--- src/rtl/lpcp_pkg.sv ---
// ---------------------------------------------------------------------------
// lpcp_pkg
// Shared types and constants for the lidar point camera projection core.
// ---------------------------------------------------------------------------
package lpcp_pkg;

    localparam int COORD_FRAC   = 12;
    localparam int ACC_W        = 64;
    localparam int REG_W        = 64;
    localparam int HALF_W       = 32;
    localparam int NUM_REGS     = 6;
    localparam int REG_PER_ROW  = 2;
    localparam int NUM_ROWS     = 3;
    localparam int REG_ADDR_W   = 6;
    localparam int REG_IDX_W    = 3;
    localparam int REG_IDX_LSB  = 3;

    localparam int AFF_LAT      = 4;
    localparam int DIV_QBITS    = 17;
    localparam int DIV_LAT      = DIV_QBITS + 2;
    localparam int TOT_LAT      = AFF_LAT + DIV_LAT;
    localparam int RNG_STEPS    = 16;
    localparam int SHADE_STEPS  = 8;
    localparam int RNG_LAT      = RNG_STEPS + 4;
    localparam int RNG_PAD      = TOT_LAT - RNG_LAT;

    localparam logic [DIV_QBITS-1:0] QUOT_POS_LIM = 17'd32767;
    localparam logic [DIV_QBITS-1:0] QUOT_NEG_LIM = 17'd32768;
    localparam logic signed [15:0]   PIX_MAX      = 16'sh7fff;
    localparam logic signed [15:0]   PIX_MIN      = 16'sh8000;

    localparam logic [63:0] FAR_LIM      = 64'd65025 << (2 * COORD_FRAC);
    localparam logic [15:0] RANGE_MAX    = 16'd65025;
    localparam logic [7:0]  SHADE_MAX    = 8'd255;
    localparam int          SHADE_SCALE  = 2500;

    typedef logic [NUM_REGS-1:0][REG_W-1:0] t_reg_file;

    typedef struct packed {
        logic                  psel;
        logic                  penable;
        logic                  pwrite;
        logic [REG_ADDR_W-1:0] paddr;
        logic [REG_W-1:0]      pwdata;
    } t_apb_req;

endpackage

--- src/rtl/lpcp_regs.sv ---
// ---------------------------------------------------------------------------
// lpcp_regs
// APB register file holding the 3x4 projection matrix.
// ---------------------------------------------------------------------------
module lpcp_regs (
    input  logic                        i_clk,
    input  logic                        i_rst_n,
    input  lpcp_pkg::t_apb_req          i_apb,
    output logic [lpcp_pkg::REG_W-1:0]  o_prdata,
    output lpcp_pkg::t_reg_file         o_regs
);

    lpcp_pkg::t_reg_file                r_regs;
    logic [lpcp_pkg::REG_IDX_W-1:0]     w_idx;
    logic                               w_hit;

    assign w_idx = i_apb.paddr[lpcp_pkg::REG_IDX_LSB +: lpcp_pkg::REG_IDX_W];
    assign w_hit = w_idx < lpcp_pkg::REG_IDX_W'(lpcp_pkg::NUM_REGS);

    always_ff @(posedge i_clk) begin
        if (!i_rst_n) begin
            r_regs <= '0;
        end else if (i_apb.psel && i_apb.penable && i_apb.pwrite && w_hit) begin
            r_regs[w_idx] <= i_apb.pwdata;
        end
    end

    assign o_prdata = w_hit ? r_regs[w_idx] : '0;
    assign o_regs   = r_regs;

endmodule

--- config.mk ---
export PLATFORM = sky130hd
export DESIGN_NAME = lpcp_regs
export DESIGN_NICKNAME = d
export VERILOG_FILES = /design/src/rtl/lpcp_pkg.sv /design/src/rtl/lpcp_regs.sv
export SDC_FILE = /design/constraint.sdc
export NUM_CORES = 1
export LEC_CHECK = 0
export ABC_AREA = 1
export BUFFER_PORTS_ARGS = -buffer_cell sky130_fd_sc_hd__buf_2
export CORE_AREA = 3 3 203 205
export DETAILED_ROUTE_END_ITERATION = 10
export DIE_AREA = 0 0 206 208
export PLACE_DENSITY_LB_ADDON = 0.1
export SYNTH_ARGS = -nofsm -noshare
export SYNTH_HDL_FRONTEND = slang
export SYNTH_SLANG_ARGS = --single-unit
--- constraint.sdc ---
create_clock -name i_clk -period 2.9 [get_ports i_clk]
set_input_delay 0.58 -clock i_clk [delete_from_list [all_inputs] [get_ports i_clk]]
set_output_delay 0.58 -clock i_clk [all_outputs]
set_load 0.05 [all_outputs]
==> results.py <==
metrics = {
    "synthesis": {
        "synth_area_per_cell_um2": 5.97,
        "yosys_warnings": 0,
        "synthCells": 3146,
        "synth-seq-cells": 384,
        "syn_nets": 3221,
        "syn-cell-area_mm2": 0.0188,
        "synth.distinct_cells": 16,
        "seq_area_frac_synth_pct": 40.9,
    },
    "critical_path": {
        "endpoint": "o_prdata[11]",
        "crit_buf_inv": 3,
        "crit_type": "input pin to output port",
        "worstSetupEndpointType": "output port",
        "crit_start": "i_apb[69]",
        "reg2reg_to": "o_regs[30]$_SDFFE_PN0P_",
        "crit_path_top_delay_cell": "buf_4",
        "start_kind": "input pin",
        "crit_family": "buffers and inverters",
        "timing.rr.start": "o_regs[30]$_SDFFE_PN0P_",
        "r2r_cells": 2,
        "cp.depth": 7,
        "cp_slowest_stage_delay_ns": 0.36,
        "cp.required_ns": 2.32,
        "regToRegSetupSlack_ns": 2.23,
        "arrival_ns": 2.09,
        "crit_fanout": 24,
        "worstPathCellList": "buf_2 -> nand2_1 -> nor2_4 -> buf_4 -> a21oi_1 -> nand2_1 -> buf_2",
    },
    "pwr": {
        "p_int_w": 0.00906,
        "max-vdd-ir-drop_mv": 0.397,
        "comb_power_share_pct": 10.8,
        "power_frac_clock_pct": 45.6,
        "pwr-share-seq_pct": 43.6,
        "finalPower_w": 0.0124,
        "p_leak_nw": 12.2,
        "powerDensity_mw_per_mm2": 530,
        "switching_share_pct": 26.8,
        "switchingPower_w": 0.00332,
    },
    "global_routing": {
        "overflow": 0,
        "grt_pass1_wl_mm": 112,
        "grtUsageTotal_pct": 32.8,
        "grt_max_degree": 90,
        "antenna_found_initial": 6,
        "grt_pass1_vias": 19200,
    },
    "timing": {
        "fin_crit_ns": 2.67,
        "rsz0062_at_grt": "false",
        "clock_skew_ns": 0,
        "tightest_slew_ns": 0.671,
        "slew_headroom_pct": 55.2,
        "max_freq_ghz": 0.375,
        "finalSetupViolations": 0,
        "tns_ns": 0,
        "period_share_pct": 92.1,
        "finalHoldViolCount": 0,
        "slew_viol_final": 0,
    },
    "detailed_routing": {
        "via_count": 21000,
        "wl_mm": 72.4,
        "ant_nets": 0,
        "drc_errors": 0,
        "drtIter0Drc": 1715,
        "drt-wirelength-per-cell_um": 17.6,
        "drt_pre_antenna_iters": 8,
        "viasPerCell": 5.12,
    },
    "clock_tree": {
        "htreeDepth": 2,
        "cts_hold_buf": 0,
        "cts_buffers": 43,
        "clock_latency_ns": 0.56,
        "cts_root_buf": "clkbuf_16",
        "cts_resized": 0,
        "cts.path.max_buffers": 3,
        "post_cts_buffers": 0,
        "cts_tree": "done",
        "cts.reportedPaths.clkPinSlew_ns": 0.06,
        "cts_sinks": 384,
    },
    "worst_hold_path": {
        "hp-class": "input pin to flop",
    },
    "floorplan": {
        "fp-row-count": 73,
        "ios": 523,
        "initial_core_util_pct": 47.4,
        "die_area_mm2": 0.0428,
        "dieWidth_um": 206,
        "core_mm2": 0.0396,
        "die_height_um": 208,
    },
    "layout": {
        "n_fill_cell": 3979,
        "syn_to_final_growth_pct": 24.5,
        "finalNetCount": 3620,
        "layout-drive-gt1-share_pct": 18.4,
        "largest_register_ff_count": 384,
    },
    "place": {
        "hpwl_mm": 46.7,
        "gp_congestion": 0.904,
        "portBuffers": 519,
    },
    "run_status": {
        "outcome": "complete, no violations",
    },
    "run": {
        "max_cap_viol_count": 0,
    },
}
-- logic make-up (layout without fill, tap and decap cells) --
family,after synthesis,count (layout),share of synthesized area [%]
simple gates,2396,2396,50.2
buf+inv,326,756,7.79
flops,384,384,40.9
other cells,0,2,0
compound gates,40,40,1.07
-- per-layer routing --
layer	vias up	global-route usage (%)	share of wire, %
li1	10300	-	-
met1	9547	42.6	41
met2	933	52.7	45
met3	184	6.99	9.5
met4	8	14.2	4.5
met5	-	0	0.083
-- worst min path at each step --
| stage | slack, ns | endpoint | cells past startpoint | from |
|---|---|---|---|---|
| 2_1_floorplan | 0.71 | o_regs[323]$_SDFFE_PN0P_ | 2 | o_regs[323]$_SDFFE_PN0P_ |
| 4_1_cts | 0.37 | o_regs[232]$_SDFFE_PN0P_ | 5 | i_apb[40] |
| 5_1_grt | 0.43 | o_regs[212]$_SDFFE_PN0P_ | 5 | i_apb[20] |
| 6_report | 0.41 | o_regs[232]$_SDFFE_PN0P_ | 5 | i_apb[40] |
| 3_5_place_dp | 0.49 | o_regs[342]$_SDFFE_PN0P_ | 2 | o_regs[342]$_SDFFE_PN0P_ |
| 3_3_place_gp | 0.48 | o_regs[363]$_SDFFE_PN0P_ | 2 | o_regs[363]$_SDFFE_PN0P_ |
-- power by group through the flow --
stage	combinational, W	clock, W	sequential (W)
2_1_floorplan	0.000654	0	0.00574
3_3_place_gp	0.00131	0	0.00551
3_5_place_dp	0.00132	0	0.00552
4_1_cts	0.00132	0.00572	0.00540
5_1_grt	0.00144	0.00592	0.00541
6_report	0.00133	0.00564	0.00540
-- synth_stat cells (all sizes together) --
library cell / n / area (um2)
a21oi: 40 / 200
clkbuf: 52 / 195
nand2: 1291 / 4850
dfxtp: 384 / 7690
nand3: 287 / 1460
inv: 108 / 405
buf: 166 / 862
nor2: 818 / 3120
-- layout make-up --
type,count,area (um2),share of cell area [%]
diodes,2,5.00,0.0214
clock inverters,9,101,0.434
well taps,525,657,2.81
inverters,108,422,1.80
repair buffers,572,3490,14.9
multi-input cells,2436,9650,41.3
clock buffers,67,1360,5.81
flip-flops and latches,384,7690,32.9
-- through the flow --
step / utilization (%) / instances / setup WS (ns) / hold slack, ns / cell area [um2]
3_5_place_dp: 55.3 / 4025 / 0.217 / 0.487 / 21900
4_1_cts: 58.9 / 4101 / 0.209 / 0.372 / 23400
3_3_place_gp: 55.3 / 4025 / 0.221 / 0.483 / 21900
6_report: 59.0 / 4103 / 0.230 / 0.407 / 23400
2_1_floorplan: - / 3146 / 0.529 / 0.710 / 18800
5_1_grt: 59.0 / 4103 / 0.153 / 0.428 / 23400
-- cells in the final DEF, fill, tap and decap left out, drive strengths merged --
cell type / instances
nand3: 287
clkinvlp: 1
nor2: 818
clkbuf: 67
diode: 2
nand2: 1291
a21oi: 40
bufinv: 2
buf: 572
inv: 108
dfxtp: 384
clkinv: 6
-- worst min-delay path: stages --
cell and delay (ns):
buf_2 0.07, inv_1 0.09, nand2_1 0.08, nand2_1 0.04, nor2_1 0.07
No activity file was read; power rests on OpenSTA's default activity.
